<file path="src/rtl/core/eog_pkg.sv">
// Package for the opcode group 0x20-0x3F executor: opcodes, operation kinds,
// flag positions, queue sizing and the queue entry type. Depends on nothing.
package eog_pkg;

   // Opcodes of the executed row.
   localparam logic [7:0] OPC_JR_NZ     = 8'h20;
   localparam logic [7:0] OPC_LD_HL_IMM = 8'h21;
   localparam logic [7:0] OPC_LDI_MEM_A = 8'h22;
   localparam logic [7:0] OPC_INC_HL16  = 8'h23;
   localparam logic [7:0] OPC_INC_H     = 8'h24;
   localparam logic [7:0] OPC_DEC_H     = 8'h25;
   localparam logic [7:0] OPC_LD_H_IMM  = 8'h26;
   localparam logic [7:0] OPC_DAA       = 8'h27;
   localparam logic [7:0] OPC_JR_Z      = 8'h28;
   localparam logic [7:0] OPC_ADD_HL_HL = 8'h29;
   localparam logic [7:0] OPC_LDI_A_MEM = 8'h2A;
   localparam logic [7:0] OPC_DEC_HL16  = 8'h2B;
   localparam logic [7:0] OPC_INC_L     = 8'h2C;
   localparam logic [7:0] OPC_DEC_L     = 8'h2D;
   localparam logic [7:0] OPC_LD_L_IMM  = 8'h2E;
   localparam logic [7:0] OPC_CPL       = 8'h2F;
   localparam logic [7:0] OPC_JR_NC     = 8'h30;
   localparam logic [7:0] OPC_LD_SP_IMM = 8'h31;
   localparam logic [7:0] OPC_LDD_MEM_A = 8'h32;
   localparam logic [7:0] OPC_INC_SP    = 8'h33;
   localparam logic [7:0] OPC_INC_MEM   = 8'h34;
   localparam logic [7:0] OPC_DEC_MEM   = 8'h35;
   localparam logic [7:0] OPC_LD_MEM_IMM = 8'h36;
   localparam logic [7:0] OPC_SCF       = 8'h37;
   localparam logic [7:0] OPC_JR_C      = 8'h38;
   localparam logic [7:0] OPC_ADD_HL_SP = 8'h39;
   localparam logic [7:0] OPC_LDD_A_MEM = 8'h3A;
   localparam logic [7:0] OPC_DEC_SP    = 8'h3B;
   localparam logic [7:0] OPC_INC_A     = 8'h3C;
   localparam logic [7:0] OPC_DEC_A     = 8'h3D;
   localparam logic [7:0] OPC_LD_A_IMM  = 8'h3E;
   localparam logic [7:0] OPC_CCF       = 8'h3F;

   // Flag positions inside the 4-bit flag word.
   localparam int FLAG_Z = 3;
   localparam int FLAG_N = 2;
   localparam int FLAG_H = 1;
   localparam int FLAG_C = 0;

   // Decimal adjust constants.
   localparam logic [7:0] DAA_LIMIT     = 8'h99;
   localparam logic [7:0] DAA_HI_ADJ    = 8'h60;
   localparam logic [7:0] DAA_LO_ADJ    = 8'h06;
   localparam logic [3:0] DAA_DIGIT_MAX = 4'd9;

   // Machine cycle counts.
   localparam logic [1:0] CYC_NONE = 2'd0;
   localparam logic [1:0] CYC_ONE  = 2'd1;
   localparam logic [1:0] CYC_TWO  = 2'd2;
   localparam logic [1:0] CYC_THREE = 2'd3;

   // Queue between decode and execute.
   localparam int QUEUE_DEPTH = 2;
   localparam int QUEUE_PTR_W = $clog2(QUEUE_DEPTH);
   localparam int QUEUE_CNT_W = QUEUE_PTR_W + 1;

   typedef enum logic [4:0] {
      OP_NONE, OP_JR, OP_LD_HL_IMM, OP_LDI_MEM_A, OP_INC_HL16, OP_INC_H, OP_DEC_H,
      OP_LD_H_IMM, OP_DAA, OP_ADD_HL_HL, OP_LDI_A_MEM, OP_DEC_HL16, OP_INC_L,
      OP_DEC_L, OP_LD_L_IMM, OP_CPL, OP_LD_SP_IMM, OP_LDD_MEM_A, OP_INC_SP,
      OP_INC_MEM, OP_DEC_MEM, OP_LD_MEM_IMM, OP_SCF, OP_ADD_HL_SP, OP_LDD_A_MEM,
      OP_DEC_SP, OP_INC_A, OP_DEC_A, OP_LD_A_IMM, OP_CCF
   } op_kind_type;

   // Jump conditions, in the order of opcode bits 4:3.
   typedef enum logic [1:0] {CC_NZ, CC_Z, CC_NC, CC_C} cond_type;

   // One decoded item as it waits for execution.
   typedef struct packed {
      op_kind_type kind;
      cond_type    cond;
      logic [1:0]  cycles;
      logic [7:0]  imm8;
      logic [15:0] imm16;
      logic [15:0] pc_in;
      logic [15:0] jr_target;
      logic [7:0]  mem_read_value;
   } q_entry_type;

endpackage

</file>
<file path="src/rtl/core/eog_ifs.sv">
// Handshake channel interfaces for the request and response sides.
// Depends on nothing.
interface eog_req_if;
   logic        valid;
   logic        ready;
   logic [7:0]  action;
   logic [7:0]  imm8;
   logic [15:0] imm16;
   logic [15:0] pc_in;
   logic [7:0]  mem_read_value;

   modport source (output valid, action, imm8, imm16, pc_in, mem_read_value,
                   input ready);
   modport sink (input valid, action, imm8, imm16, pc_in, mem_read_value,
                 output ready);
endinterface

interface eog_rsp_if;
   logic        valid;
   logic        ready;
   logic [15:0] pc_out;
   logic [15:0] mem_addr;
   logic        mem_write_en;
   logic [7:0]  mem_write_data;
   logic [1:0]  machine_cycles;
   logic        recognized;
   logic [7:0]  accumulator;
   logic [15:0] hl_pair;
   logic [15:0] stack_ptr;
   logic [3:0]  flag_bits;

   modport source (output valid, pc_out, mem_addr, mem_write_en, mem_write_data,
                   machine_cycles, recognized, accumulator, hl_pair, stack_ptr,
                   flag_bits, input ready);
   modport sink (input valid, pc_out, mem_addr, mem_write_en, mem_write_data,
                 machine_cycles, recognized, accumulator, hl_pair, stack_ptr,
                 flag_bits, output ready);
endinterface

</file>
<file path="src/rtl/core/eog_front.sv">
// Front end: accepts request items, decodes the opcode into an operation kind
// and precomputes the jump target. Depends on eog_pkg and eog_ifs.
module eog_front (
   eog_req_if.sink            req_if,
   input  logic               queue_full,
   output logic               push,
   output eog_pkg::q_entry_type push_entry
);

   eog_pkg::op_kind_type kind;
   logic [1:0]           cycles;
   logic [15:0]          offset;

   // Accept whenever the queue has room.
   assign req_if.ready = !queue_full;
   assign push         = req_if.valid && !queue_full;

   // Opcode decode with the base cycle count.
   always_comb begin
      kind   = eog_pkg::OP_NONE;
      cycles = eog_pkg::CYC_NONE;
      case (req_if.action)
         eog_pkg::OPC_JR_NZ, eog_pkg::OPC_JR_Z,
         eog_pkg::OPC_JR_NC, eog_pkg::OPC_JR_C: begin
            kind = eog_pkg::OP_JR;         cycles = eog_pkg::CYC_TWO;
         end
         eog_pkg::OPC_LD_HL_IMM: begin kind = eog_pkg::OP_LD_HL_IMM; cycles = eog_pkg::CYC_THREE; end
         eog_pkg::OPC_LDI_MEM_A: begin kind = eog_pkg::OP_LDI_MEM_A; cycles = eog_pkg::CYC_TWO; end
         eog_pkg::OPC_INC_HL16:  begin kind = eog_pkg::OP_INC_HL16;  cycles = eog_pkg::CYC_TWO; end
         eog_pkg::OPC_INC_H:     begin kind = eog_pkg::OP_INC_H;     cycles = eog_pkg::CYC_ONE; end
         eog_pkg::OPC_DEC_H:     begin kind = eog_pkg::OP_DEC_H;     cycles = eog_pkg::CYC_ONE; end
         eog_pkg::OPC_LD_H_IMM:  begin kind = eog_pkg::OP_LD_H_IMM;  cycles = eog_pkg::CYC_TWO; end
         eog_pkg::OPC_DAA:       begin kind = eog_pkg::OP_DAA;       cycles = eog_pkg::CYC_ONE; end
         eog_pkg::OPC_ADD_HL_HL: begin kind = eog_pkg::OP_ADD_HL_HL; cycles = eog_pkg::CYC_TWO; end
         eog_pkg::OPC_LDI_A_MEM: begin kind = eog_pkg::OP_LDI_A_MEM; cycles = eog_pkg::CYC_TWO; end
         eog_pkg::OPC_DEC_HL16:  begin kind = eog_pkg::OP_DEC_HL16;  cycles = eog_pkg::CYC_TWO; end
         eog_pkg::OPC_INC_L:     begin kind = eog_pkg::OP_INC_L;     cycles = eog_pkg::CYC_ONE; end
         eog_pkg::OPC_DEC_L:     begin kind = eog_pkg::OP_DEC_L;     cycles = eog_pkg::CYC_ONE; end
         eog_pkg::OPC_LD_L_IMM:  begin kind = eog_pkg::OP_LD_L_IMM;  cycles = eog_pkg::CYC_TWO; end
         eog_pkg::OPC_CPL:       begin kind = eog_pkg::OP_CPL;       cycles = eog_pkg::CYC_ONE; end
         eog_pkg::OPC_LD_SP_IMM: begin kind = eog_pkg::OP_LD_SP_IMM; cycles = eog_pkg::CYC_THREE; end
         eog_pkg::OPC_LDD_MEM_A: begin kind = eog_pkg::OP_LDD_MEM_A; cycles = eog_pkg::CYC_TWO; end
         eog_pkg::OPC_INC_SP:    begin kind = eog_pkg::OP_INC_SP;    cycles = eog_pkg::CYC_TWO; end
         eog_pkg::OPC_INC_MEM:   begin kind = eog_pkg::OP_INC_MEM;   cycles = eog_pkg::CYC_THREE; end
         eog_pkg::OPC_DEC_MEM:   begin kind = eog_pkg::OP_DEC_MEM;   cycles = eog_pkg::CYC_THREE; end
         eog_pkg::OPC_LD_MEM_IMM: begin
            kind = eog_pkg::OP_LD_MEM_IMM; cycles = eog_pkg::CYC_THREE;
         end
         eog_pkg::OPC_SCF:       begin kind = eog_pkg::OP_SCF;       cycles = eog_pkg::CYC_ONE; end
         eog_pkg::OPC_ADD_HL_SP: begin kind = eog_pkg::OP_ADD_HL_SP; cycles = eog_pkg::CYC_TWO; end
         eog_pkg::OPC_LDD_A_MEM: begin kind = eog_pkg::OP_LDD_A_MEM; cycles = eog_pkg::CYC_TWO; end
         eog_pkg::OPC_DEC_SP:    begin kind = eog_pkg::OP_DEC_SP;    cycles = eog_pkg::CYC_TWO; end
         eog_pkg::OPC_INC_A:     begin kind = eog_pkg::OP_INC_A;     cycles = eog_pkg::CYC_ONE; end
         eog_pkg::OPC_DEC_A:     begin kind = eog_pkg::OP_DEC_A;     cycles = eog_pkg::CYC_ONE; end
         eog_pkg::OPC_LD_A_IMM:  begin kind = eog_pkg::OP_LD_A_IMM;  cycles = eog_pkg::CYC_TWO; end
         eog_pkg::OPC_CCF:       begin kind = eog_pkg::OP_CCF;       cycles = eog_pkg::CYC_ONE; end
         default: begin
            kind   = eog_pkg::OP_NONE;
            cycles = eog_pkg::CYC_NONE;
         end
      endcase
   end

   // The jump target depends only on the item, so it is formed here.
   assign offset = {{8{req_if.imm8[7]}}, req_if.imm8};

   always_comb begin
      push_entry.kind           = kind;
      push_entry.cond           = eog_pkg::cond_type'(req_if.action[4:3]);
      push_entry.cycles         = cycles;
      push_entry.imm8           = req_if.imm8;
      push_entry.imm16          = req_if.imm16;
      push_entry.pc_in          = req_if.pc_in;
      push_entry.jr_target      = req_if.pc_in + offset;
      push_entry.mem_read_value = req_if.mem_read_value;
   end

endmodule

</file>
<file path="src/rtl/core/eog_queue.sv">
// Short FIFO of decoded items between the front end and the execute stage.
// Depends on eog_pkg.
module eog_queue (
   input  logic                clock,
   input  logic                reset,
   input  logic                push,
   input  eog_pkg::q_entry_type push_entry,
   output logic                full,
   input  logic                pop,
   output logic                q_valid,
   output eog_pkg::q_entry_type q_entry
);

   eog_pkg::q_entry_type                 store_ff [eog_pkg::QUEUE_DEPTH];
   logic [eog_pkg::QUEUE_PTR_W-1:0]      wr_ptr_ff, wr_ptr_in;
   logic [eog_pkg::QUEUE_PTR_W-1:0]      rd_ptr_ff, rd_ptr_in;
   logic [eog_pkg::QUEUE_CNT_W-1:0]      count_ff, count_in;

   assign full    = (count_ff == eog_pkg::QUEUE_CNT_W'(eog_pkg::QUEUE_DEPTH));
   assign q_valid = (count_ff != '0);
   assign q_entry = store_ff[rd_ptr_ff];

   // Pointer and fill count update; push and pop may share a cycle.
   always_comb begin
      wr_ptr_in = push ? wr_ptr_ff + eog_pkg::QUEUE_PTR_W'(1) : wr_ptr_ff;
      rd_ptr_in = pop ? rd_ptr_ff + eog_pkg::QUEUE_PTR_W'(1) : rd_ptr_ff;
      count_in  = count_ff + eog_pkg::QUEUE_CNT_W'(push) - eog_pkg::QUEUE_CNT_W'(pop);
   end

   always_ff @(posedge clock) begin
      if (reset) begin
         wr_ptr_ff <= '0;
         rd_ptr_ff <= '0;
         count_ff  <= '0;
      end else begin
         wr_ptr_ff <= wr_ptr_in;
         rd_ptr_ff <= rd_ptr_in;
         count_ff  <= count_in;
      end
   end

   // Entry storage needs no reset.
   always_ff @(posedge clock) begin
      if (push) begin
         store_ff[wr_ptr_ff] <= push_entry;
      end
   end

endmodule

</file>
<file path="src/rtl/core/eog_back.sv">
// Execute stage: holds A, HL, SP and flags, carries out one decoded item per
// cycle unless the response stalls, and registers the response. Depends on eog_pkg and eog_ifs.
module eog_back (
   input  logic                clock,
   input  logic                reset,
   input  logic                q_valid,
   input  eog_pkg::q_entry_type q_entry,
   output logic                pop,
   eog_rsp_if.source           rsp_if
);

   // Architectural state.
   logic [7:0]  a_ff, a_in;
   logic [7:0]  h_ff, l_ff;
   logic [15:0] sp_ff, sp_in;
   logic [3:0]  flags_ff, flags_in;

   // Response register.
   logic        valid_ff, valid_in;
   logic [15:0] pc_out_ff, mem_addr_ff, hl_out_ff, sp_out_ff;
   logic        wen_ff, rec_ff;
   logic [7:0]  wdata_ff, a_out_ff;
   logic [1:0]  cyc_ff;
   logic [3:0]  flags_out_ff;

   // Execute results.
   logic [15:0] hl, hl_in, pc_next;
   logic        wen;
   logic [7:0]  wdata;
   logic [1:0]  cyc;
   logic        taken;
   logic [7:0]  idu_opnd, idu_res;
   logic        idu_dec, idu_half;
   logic [15:0] add_b;
   logic [16:0] add_sum;
   logic [12:0] add_low;
   logic [7:0]  daa_val;
   logic        daa_c;

   assign hl  = {h_ff, l_ff};
   assign pop = q_valid && (!valid_ff || rsp_if.ready);

   // Jump condition from the current flags.
   always_comb begin
      case (q_entry.cond)
         eog_pkg::CC_NZ: taken = !flags_ff[eog_pkg::FLAG_Z];
         eog_pkg::CC_Z:  taken = flags_ff[eog_pkg::FLAG_Z];
         eog_pkg::CC_NC: taken = !flags_ff[eog_pkg::FLAG_C];
         eog_pkg::CC_C:  taken = flags_ff[eog_pkg::FLAG_C];
         default:        taken = 1'b0;
      endcase
   end

   // Shared 8-bit increment/decrement unit.
   always_comb begin
      case (q_entry.kind)
         eog_pkg::OP_INC_H, eog_pkg::OP_DEC_H: idu_opnd = h_ff;
         eog_pkg::OP_INC_L, eog_pkg::OP_DEC_L: idu_opnd = l_ff;
         eog_pkg::OP_INC_A, eog_pkg::OP_DEC_A: idu_opnd = a_ff;
         default:                              idu_opnd = q_entry.mem_read_value;
      endcase
      idu_dec  = q_entry.kind inside {eog_pkg::OP_DEC_H, eog_pkg::OP_DEC_L,
                                      eog_pkg::OP_DEC_A, eog_pkg::OP_DEC_MEM};
      idu_res  = idu_dec ? idu_opnd - 8'd1 : idu_opnd + 8'd1;
      idu_half = idu_dec ? (idu_opnd[3:0] == 4'h0) : (idu_opnd[3:0] == 4'hF);
   end

   // 16-bit add into HL, with carries out of bits 11 and 15.
   always_comb begin
      add_b   = (q_entry.kind == eog_pkg::OP_ADD_HL_SP) ? sp_ff : hl;
      add_sum = {1'b0, hl} + {1'b0, add_b};
      add_low = {1'b0, hl[11:0]} + {1'b0, add_b[11:0]};
   end

   // Decimal adjust of A.
   always_comb begin
      daa_val = a_ff;
      daa_c   = flags_ff[eog_pkg::FLAG_C];
      if (!flags_ff[eog_pkg::FLAG_N]) begin
         if (flags_ff[eog_pkg::FLAG_C] || (a_ff > eog_pkg::DAA_LIMIT)) begin
            daa_val = daa_val + eog_pkg::DAA_HI_ADJ;
            daa_c   = 1'b1;
         end
         if (flags_ff[eog_pkg::FLAG_H] || (daa_val[3:0] > eog_pkg::DAA_DIGIT_MAX)) begin
            daa_val = daa_val + eog_pkg::DAA_LO_ADJ;
         end
      end else begin
         if (flags_ff[eog_pkg::FLAG_C]) begin
            daa_val = daa_val - eog_pkg::DAA_HI_ADJ;
         end
         if (flags_ff[eog_pkg::FLAG_H]) begin
            daa_val = daa_val - eog_pkg::DAA_LO_ADJ;
         end
      end
   end

   // Operation select.
   always_comb begin
      a_in     = a_ff;
      hl_in    = hl;
      sp_in    = sp_ff;
      flags_in = flags_ff;
      pc_next  = q_entry.pc_in;
      wen      = 1'b0;
      wdata    = 8'h00;
      cyc      = q_entry.cycles;
      case (q_entry.kind)
         eog_pkg::OP_JR: begin
            if (taken) begin
               pc_next = q_entry.jr_target;
               cyc     = eog_pkg::CYC_THREE;
            end
         end
         eog_pkg::OP_LD_HL_IMM: hl_in = q_entry.imm16;
         eog_pkg::OP_LDI_MEM_A: begin
            wen   = 1'b1;
            wdata = a_ff;
            hl_in = hl + 16'd1;
         end
         eog_pkg::OP_LDD_MEM_A: begin
            wen   = 1'b1;
            wdata = a_ff;
            hl_in = hl - 16'd1;
         end
         eog_pkg::OP_INC_HL16: hl_in = hl + 16'd1;
         eog_pkg::OP_DEC_HL16: hl_in = hl - 16'd1;
         eog_pkg::OP_INC_H, eog_pkg::OP_DEC_H: begin
            hl_in                     = {idu_res, l_ff};
            flags_in[eog_pkg::FLAG_Z] = (idu_res == 8'h00);
            flags_in[eog_pkg::FLAG_N] = idu_dec;
            flags_in[eog_pkg::FLAG_H] = idu_half;
         end
         eog_pkg::OP_INC_L, eog_pkg::OP_DEC_L: begin
            hl_in                     = {h_ff, idu_res};
            flags_in[eog_pkg::FLAG_Z] = (idu_res == 8'h00);
            flags_in[eog_pkg::FLAG_N] = idu_dec;
            flags_in[eog_pkg::FLAG_H] = idu_half;
         end
         eog_pkg::OP_INC_A, eog_pkg::OP_DEC_A: begin
            a_in                      = idu_res;
            flags_in[eog_pkg::FLAG_Z] = (idu_res == 8'h00);
            flags_in[eog_pkg::FLAG_N] = idu_dec;
            flags_in[eog_pkg::FLAG_H] = idu_half;
         end
         eog_pkg::OP_INC_MEM, eog_pkg::OP_DEC_MEM: begin
            wen                       = 1'b1;
            wdata                     = idu_res;
            flags_in[eog_pkg::FLAG_Z] = (idu_res == 8'h00);
            flags_in[eog_pkg::FLAG_N] = idu_dec;
            flags_in[eog_pkg::FLAG_H] = idu_half;
         end
         eog_pkg::OP_LD_H_IMM: hl_in = {q_entry.imm8, l_ff};
         eog_pkg::OP_LD_L_IMM: hl_in = {h_ff, q_entry.imm8};
         eog_pkg::OP_DAA: begin
            a_in                      = daa_val;
            flags_in[eog_pkg::FLAG_Z] = (daa_val == 8'h00);
            flags_in[eog_pkg::FLAG_H] = 1'b0;
            flags_in[eog_pkg::FLAG_C] = daa_c;
         end
         eog_pkg::OP_ADD_HL_HL, eog_pkg::OP_ADD_HL_SP: begin
            hl_in                     = add_sum[15:0];
            flags_in[eog_pkg::FLAG_N] = 1'b0;
            flags_in[eog_pkg::FLAG_H] = add_low[12];
            flags_in[eog_pkg::FLAG_C] = add_sum[16];
         end
         eog_pkg::OP_LDI_A_MEM: begin
            a_in  = q_entry.mem_read_value;
            hl_in = hl + 16'd1;
         end
         eog_pkg::OP_LDD_A_MEM: begin
            a_in  = q_entry.mem_read_value;
            hl_in = hl - 16'd1;
         end
         eog_pkg::OP_CPL: begin
            a_in                      = ~a_ff;
            flags_in[eog_pkg::FLAG_N] = 1'b1;
            flags_in[eog_pkg::FLAG_H] = 1'b1;
         end
         eog_pkg::OP_LD_SP_IMM: sp_in = q_entry.imm16;
         eog_pkg::OP_INC_SP:    sp_in = sp_ff + 16'd1;
         eog_pkg::OP_DEC_SP:    sp_in = sp_ff - 16'd1;
         eog_pkg::OP_LD_MEM_IMM: begin
            wen   = 1'b1;
            wdata = q_entry.imm8;
         end
         eog_pkg::OP_SCF: begin
            flags_in[eog_pkg::FLAG_N] = 1'b0;
            flags_in[eog_pkg::FLAG_H] = 1'b0;
            flags_in[eog_pkg::FLAG_C] = 1'b1;
         end
         eog_pkg::OP_CCF: begin
            flags_in[eog_pkg::FLAG_N] = 1'b0;
            flags_in[eog_pkg::FLAG_H] = 1'b0;
            flags_in[eog_pkg::FLAG_C] = !flags_ff[eog_pkg::FLAG_C];
         end
         eog_pkg::OP_LD_A_IMM: a_in = q_entry.imm8;
         default: begin
            cyc = eog_pkg::CYC_NONE;
         end
      endcase
   end

   // Response valid: set on execute, cleared when taken.
   always_comb begin
      if (pop) begin
         valid_in = 1'b1;
      end else if (rsp_if.ready) begin
         valid_in = 1'b0;
      end else begin
         valid_in = valid_ff;
      end
   end

   // Control and architectural state.
   always_ff @(posedge clock) begin
      if (reset) begin
         valid_ff <= 1'b0;
         a_ff     <= '0;
         h_ff     <= '0;
         l_ff     <= '0;
         sp_ff    <= '0;
         flags_ff <= '0;
      end else begin
         valid_ff <= valid_in;
         if (pop) begin
            a_ff     <= a_in;
            h_ff     <= hl_in[15:8];
            l_ff     <= hl_in[7:0];
            sp_ff    <= sp_in;
            flags_ff <= flags_in;
         end
      end
   end

   // Response payload.
   always_ff @(posedge clock) begin
      if (pop) begin
         pc_out_ff    <= pc_next;
         mem_addr_ff  <= hl;
         wen_ff       <= wen;
         wdata_ff     <= wdata;
         cyc_ff       <= cyc;
         rec_ff       <= (q_entry.kind != eog_pkg::OP_NONE);
         a_out_ff     <= a_in;
         hl_out_ff    <= hl_in;
         sp_out_ff    <= sp_in;
         flags_out_ff <= flags_in;
      end
   end

   assign rsp_if.valid          = valid_ff;
   assign rsp_if.pc_out         = pc_out_ff;
   assign rsp_if.mem_addr       = mem_addr_ff;
   assign rsp_if.mem_write_en   = wen_ff;
   assign rsp_if.mem_write_data = wdata_ff;
   assign rsp_if.machine_cycles = cyc_ff;
   assign rsp_if.recognized     = rec_ff;
   assign rsp_if.accumulator    = a_out_ff;
   assign rsp_if.hl_pair        = hl_out_ff;
   assign rsp_if.stack_ptr      = sp_out_ff;
   assign rsp_if.flag_bits      = flags_out_ff;

endmodule

</file>
<file path="src/rtl/core/exec_opcode_group_20_3f.sv">
// An accepted item is decoded into the queue at the accepting edge and is executed
// into the response register at the edge on which the execute stage pops it.
// Throughput: one item per cycle while the response channel does not stall; the
// execute stage, which also holds A, HL, SP and flags, sets that rate.
// Reset is synchronous and active high: it empties the queue, drops the
// response and clears A, H, L, SP and the flags to zero.
module exec_opcode_group_20_3f (
   input  logic       clock,
   input  logic       reset,
   eog_req_if.sink    req_if,
   eog_rsp_if.source  rsp_if
);

   logic                 push;
   logic                 queue_full;
   logic                 pop;
   logic                 q_valid;
   eog_pkg::q_entry_type push_entry;
   eog_pkg::q_entry_type q_entry;

   // Decode side.
   eog_front u_front (
      .req_if     (req_if),
      .queue_full (queue_full),
      .push       (push),
      .push_entry (push_entry)
   );

   // Decoupling queue.
   eog_queue u_queue (
      .clock      (clock),
      .reset      (reset),
      .push       (push),
      .push_entry (push_entry),
      .full       (queue_full),
      .pop        (pop),
      .q_valid    (q_valid),
      .q_entry    (q_entry)
   );

   // Execute side.
   eog_back u_back (
      .clock   (clock),
      .reset   (reset),
      .q_valid (q_valid),
      .q_entry (q_entry),
      .pop     (pop),
      .rsp_if  (rsp_if)
   );

endmodule

</file>
<file path="src/flat_wrapper.sv">
// flat-port wrapper written by rule: the top's interface ports become plain ports
module exec_opcode_group_20_3f_flat 
  (clock, reset, req_if_valid, req_if_action, req_if_imm8, req_if_imm16, req_if_pc_in, req_if_mem_read_value, req_if_ready, rsp_if_valid, rsp_if_pc_out, rsp_if_mem_addr, rsp_if_mem_write_en, rsp_if_mem_write_data, rsp_if_machine_cycles, rsp_if_recognized, rsp_if_accumulator, rsp_if_hl_pair, rsp_if_stack_ptr, rsp_if_flag_bits, rsp_if_ready);
  eog_req_if req_if_i ();
  eog_rsp_if rsp_if_i ();
  input  logic clock;
  input  logic reset;
  input wire logic [$bits(req_if_i.valid)-1:0] req_if_valid;
  input wire logic [$bits(req_if_i.action)-1:0] req_if_action;
  input wire logic [$bits(req_if_i.imm8)-1:0] req_if_imm8;
  input wire logic [$bits(req_if_i.imm16)-1:0] req_if_imm16;
  input wire logic [$bits(req_if_i.pc_in)-1:0] req_if_pc_in;
  input wire logic [$bits(req_if_i.mem_read_value)-1:0] req_if_mem_read_value;
  output wire logic [$bits(req_if_i.ready)-1:0] req_if_ready;
  output wire logic [$bits(rsp_if_i.valid)-1:0] rsp_if_valid;
  output wire logic [$bits(rsp_if_i.pc_out)-1:0] rsp_if_pc_out;
  output wire logic [$bits(rsp_if_i.mem_addr)-1:0] rsp_if_mem_addr;
  output wire logic [$bits(rsp_if_i.mem_write_en)-1:0] rsp_if_mem_write_en;
  output wire logic [$bits(rsp_if_i.mem_write_data)-1:0] rsp_if_mem_write_data;
  output wire logic [$bits(rsp_if_i.machine_cycles)-1:0] rsp_if_machine_cycles;
  output wire logic [$bits(rsp_if_i.recognized)-1:0] rsp_if_recognized;
  output wire logic [$bits(rsp_if_i.accumulator)-1:0] rsp_if_accumulator;
  output wire logic [$bits(rsp_if_i.hl_pair)-1:0] rsp_if_hl_pair;
  output wire logic [$bits(rsp_if_i.stack_ptr)-1:0] rsp_if_stack_ptr;
  output wire logic [$bits(rsp_if_i.flag_bits)-1:0] rsp_if_flag_bits;
  input wire logic [$bits(rsp_if_i.ready)-1:0] rsp_if_ready;
  assign req_if_i.valid = req_if_valid;
  assign req_if_i.action = req_if_action;
  assign req_if_i.imm8 = req_if_imm8;
  assign req_if_i.imm16 = req_if_imm16;
  assign req_if_i.pc_in = req_if_pc_in;
  assign req_if_i.mem_read_value = req_if_mem_read_value;
  assign req_if_ready = req_if_i.ready;
  assign rsp_if_valid = rsp_if_i.valid;
  assign rsp_if_pc_out = rsp_if_i.pc_out;
  assign rsp_if_mem_addr = rsp_if_i.mem_addr;
  assign rsp_if_mem_write_en = rsp_if_i.mem_write_en;
  assign rsp_if_mem_write_data = rsp_if_i.mem_write_data;
  assign rsp_if_machine_cycles = rsp_if_i.machine_cycles;
  assign rsp_if_recognized = rsp_if_i.recognized;
  assign rsp_if_accumulator = rsp_if_i.accumulator;
  assign rsp_if_hl_pair = rsp_if_i.hl_pair;
  assign rsp_if_stack_ptr = rsp_if_i.stack_ptr;
  assign rsp_if_flag_bits = rsp_if_i.flag_bits;
  assign rsp_if_i.ready = rsp_if_ready;
  exec_opcode_group_20_3f u_core (.clock(clock), .reset(reset), .req_if(req_if_i), .rsp_if(rsp_if_i));
endmodule
</file>
<file path="config.mk">
export PLATFORM = sky130hd
export DESIGN_NAME = exec_opcode_group_20_3f_flat
export DESIGN_NICKNAME = d
export VERILOG_FILES = /design/src/rtl/core/eog_pkg.sv /design/src/rtl/core/eog_ifs.sv /design/src/rtl/core/eog_front.sv /design/src/rtl/core/eog_queue.sv /design/src/rtl/core/eog_back.sv /design/src/rtl/core/exec_opcode_group_20_3f.sv /design/src/flat_wrapper.sv
export SDC_FILE = /design/constraint.sdc
export NUM_CORES = 1
export LEC_CHECK = 0
export ABC_AREA = 1
export ABC_CLOCK_PERIOD_IN_PS = 5100
export BUFFER_PORTS_ARGS = -buffer_cell sky130_fd_sc_hd__buf_2
export CAP_MARGIN = 10
export CORE_ASPECT_RATIO = 1.2
export CORE_MARGIN = 4
export CORE_UTILIZATION = 50
export CTS_CLUSTER_DIAMETER = 100
export DETAILED_ROUTE_END_ITERATION = 6
export HOLD_SLACK_MARGIN = 0.1
export PLACE_DENSITY_LB_ADDON = 0.15
export SLEW_MARGIN = 20
export SYNTH_ARGS = -nofsm -noshare
export SYNTH_HDL_FRONTEND = slang
export SYNTH_SLANG_ARGS = --single-unit
export TNS_END_PERCENT = 10
</file>
<file path="constraint.sdc">
create_clock -name clock -period 5.1 [get_ports clock]
set_input_delay 0 -clock clock [delete_from_list [all_inputs] [get_ports clock]]
set_output_delay 0 -clock clock [all_outputs]
set_load 0.01 [all_outputs]
</file>
==> impl_metrics.json <==
{
  "hp-class": "in2reg",
  "cts_root_buf": "clkbuf_16",
  "grt_max_degree": 79,
  "rsz0062_at_grt": "no",
  "port-buffer-count": 149,
  "drv_slew": 0,
  "htreeDepth": 1,
  "setup.worst_path.end": "u_core.u_back.flags_ff[3]",
  "worstSetupPathType": "reg2reg",
  "grtUsageTotal": 0.272,
  "multi_input_area_mm2": 0.00692,
  "clk-insertion-delay-late_ns": 0.57,
  "numClockSinks": 284,
  "tns_ns": 0,
  "synth_edf_count": 234,
  "gp_congestion": 1.00,
  "synth_cell_types": 62,
  "netlist_area_mm2": 0.0159,
  "remaining_drc_errors": 0,
  "wl_per_cell_um": 20.1,
  "whs_ns": 0.171,
  "ioPinCount": 150,
  "final-seq-area_mm2": 0.00803,
  "setup_viol": 0,
  "final_common_cell": "nand2_1",
  "dpl.hpwl_mm": 35.1,
  "maxCapViolations": 0,
  "vias_per_cell": 5.69,
  "first_pass_iters": 6,
  "worstRegToRegCells": 24,
  "syn_nets": 1923,
  "layout_common_cells": "390 x nand2_1, 234 x edfxtp_1, 196 x inv_1",
  "start_util": 0.507,
  "worstHoldPathCells": 2,
  "coreArea_mm2": 0.0314,
  "placed_cells": 2299,
  "grt_pass1_wl_mm": 74.2,
  "die_area_mm2": 0.0348,
  "min_period_ns": 4.56,
  "overflow": 0,
  "num_vias": 13700,
  "timing.rr.end": "u_core.u_back.flags_ff[3]",
  "p_leak_uw": 0.00820,
  "ant_nets": 0,
  "min-delay-start": "req_if_mem_read_value[1]",
  "drive_gt1_frac": 0.144,
  "path_max_fanout": 29,
  "status": "completed",
  "fin_cells": 2416,
  "cp_data_arrival_time_ns": 5.02,
  "end_kind": "flop",
  "fmax_ghz": 0.219,
  "rows": 71,
  "grt_pass1_vias": 13200,
  "postSynthAreaPerCell_um2": 8.96,
  "area_growth_pct": 18.1,
  "post-route-period-util": 0.894,
  "die_y_um": 204,
  "vdd_drop_max_mv": 0.732,
  "finalHoldViolCount": 0,
  "maxSlewHeadroom": 0.323,
  "die_w_um": 171,
  "antenna_found_initial": 0,
  "clockBufferDepth": 3,
  "async_flop_share": 0,
  "tightest_slew_ns": 1.02,
  "startpoint_type": "flop",
  "ys.warnings.count": 0,
  "r2r_slack_ns": 0.54,
  "cts_tree": "yes",
  "synth_seq_cells": 284,
  "clk_pin_slew_worst_paths_ns": 0.07,
  "ys_seq_area_frac": 0.503,
  "drtIter0Drc": 1345,
  "cts-buffers-inserted": 29,
  "final_nets": 2134,
  "synthCells": 1781,
  "powerDensity_mw_per_mm2": 645,
  "ys.flop_type": "edfxtp_1",
  "cp_data_required_time_ns": 5.56,
  "n_antenna_cell": 0,
  "skew_ns": 0.0199,
  "post_cts_resized": 0,
  "num-fill-cells": 2789,
  "wl_mm": 48.5
}
==> routing by layer <==
layer	GRT usage	wire length (µm)	vias up
li1	-	-	6609
met1	0.356	19800	6484
met2	0.458	23300	518
met3	0.0347	3170	128
met4	0.112	2210	0
met5	0	0	-
==> synth_stat cells, types with 17 or more instances <==
master	count	area [µm²]
edfxtp_1	234	7030
a21oi_1	145	726
clkbuf_1	32	120
o21ai_0	150	751
nand2_1	390	1460
nor2_1	139	522
o22ai_1	24	150
ha_1	77	963
nand4_1	17	106
nand3_1	56	280
dfxtp_1	50	1000
inv_1	196	736
xor2_1	28	245
==> kinds of logic (layout without fill, tap and decap cells) <==
group | count (synthesis) | in the layout | share of synthesized area
buffers and inverters | 261 | 495 | 0.0646
xor gates and xnor gates | 40 | 40 | 0.0224
and+or+nand+nor | 671 | 671 | 0.180
DFF | 284 | 284 | 0.503
muxes | 7 | 7 | 0.00439
AOI/OAI and AO/OA | 436 | 436 | 0.158
adders and majority gates | 82 | 82 | 0.0667
==> worst min-delay path by stage <==
stage / end / slack, ns
finish: u_core.u_queue.store_ff[0][1] / 0.17
global route: u_core.u_queue.store_ff[1][1] / 0.17
CTS: u_core.u_queue.store_ff[0][41] / 0.13
detailed placement: u_core.u_queue.store_ff[0][1] / 0.19
global placement: u_core.u_queue.store_ff[1][1] / 0.19
floorplan: u_core.u_queue.store_ff[0][0] / 0.1
==> registers in the layout (all words and copies together) (netlist names), 4 cells and up, named ones only <==
register and count:
u_core.u_back.a_ff 8, u_core.u_back.flags_ff 4, u_core.u_back.h_ff 8, u_core.u_back.l_ff 8, u_core.u_back.rsp_if.accumulator 8, u_core.u_back.rsp_if.flag_bits 4, u_core.u_back.rsp_if.hl_pair 16, u_core.u_back.rsp_if.mem_addr 16
u_core.u_back.rsp_if.mem_write_data 8, u_core.u_back.rsp_if.pc_out 16, u_core.u_back.rsp_if.stack_ptr 16, u_core.u_back.sp_ff 16, u_core.u_queue.store_ff 146
==> where the power goes <==
| group | switching (µW) | total [µW] | internal (µW) |
|---|---|---|---|
| clock | 915 | 2340 | 1430 |
| sequential | 438 | 3950 | 3520 |
| combinational | 4090 | 5860 | 1770 |
| total | 5440 | 12200 | 6710 |
==> per-stage QoR <==
step	utilization	setup slack (ns)	total power (µW)	area [µm²]
2_1_floorplan	-	0.576	7700	15900
5_1_grt	0.599	0.110	12900	18800
3_3_place_gp	0.545	0.684	9650	17100
6_report	0.599	0.539	12200	18800
3_5_place_dp	0.545	0.611	9710	17100
4_1_cts	0.598	0.584	12100	18800
==> final cells by class <==
class                      count  area share
clock buffer                  37      0.0429
inverter                     210      0.0421
tap                          401      0.0266
timing repair buffer         231      0.0812
clock inverter                17      0.0134
multi-input combinational   1236       0.367
sequential                   284       0.426
==> timing repair <==
action,4_1_cts,5_1_grt
endpoints found under the hold margin,149,0
buffers inserted,0,0
hold buffers,62,0
==> worst max-delay path, stage by stage, from the launching register on <==
cell,delay (ns)
dfxtp_2,0.68
inv_4,0.25
nand2_1,0.12
nand2_1,0.13
nand2_2,0.17
nor2_2,0.06
nand2_2,0.08
nand2_2,0.18
inv_4,0.16
nand2_1,0.19
or2_1,0.26
nand2_1,0.14
inv_1,0.08
fa_1,0.44
o21ai_0,0.29
a21o_1,0.16
a21oi_1,0.06
xnor2_1,0.29
inv_1,0.15
nand4_1,0.10
nor2_1,0.05
nand4_1,0.17
nand3_1,0.10
nand2_1,0.10
inv_1,0.04
No activity file was read; power rests on OpenSTA's default activity.
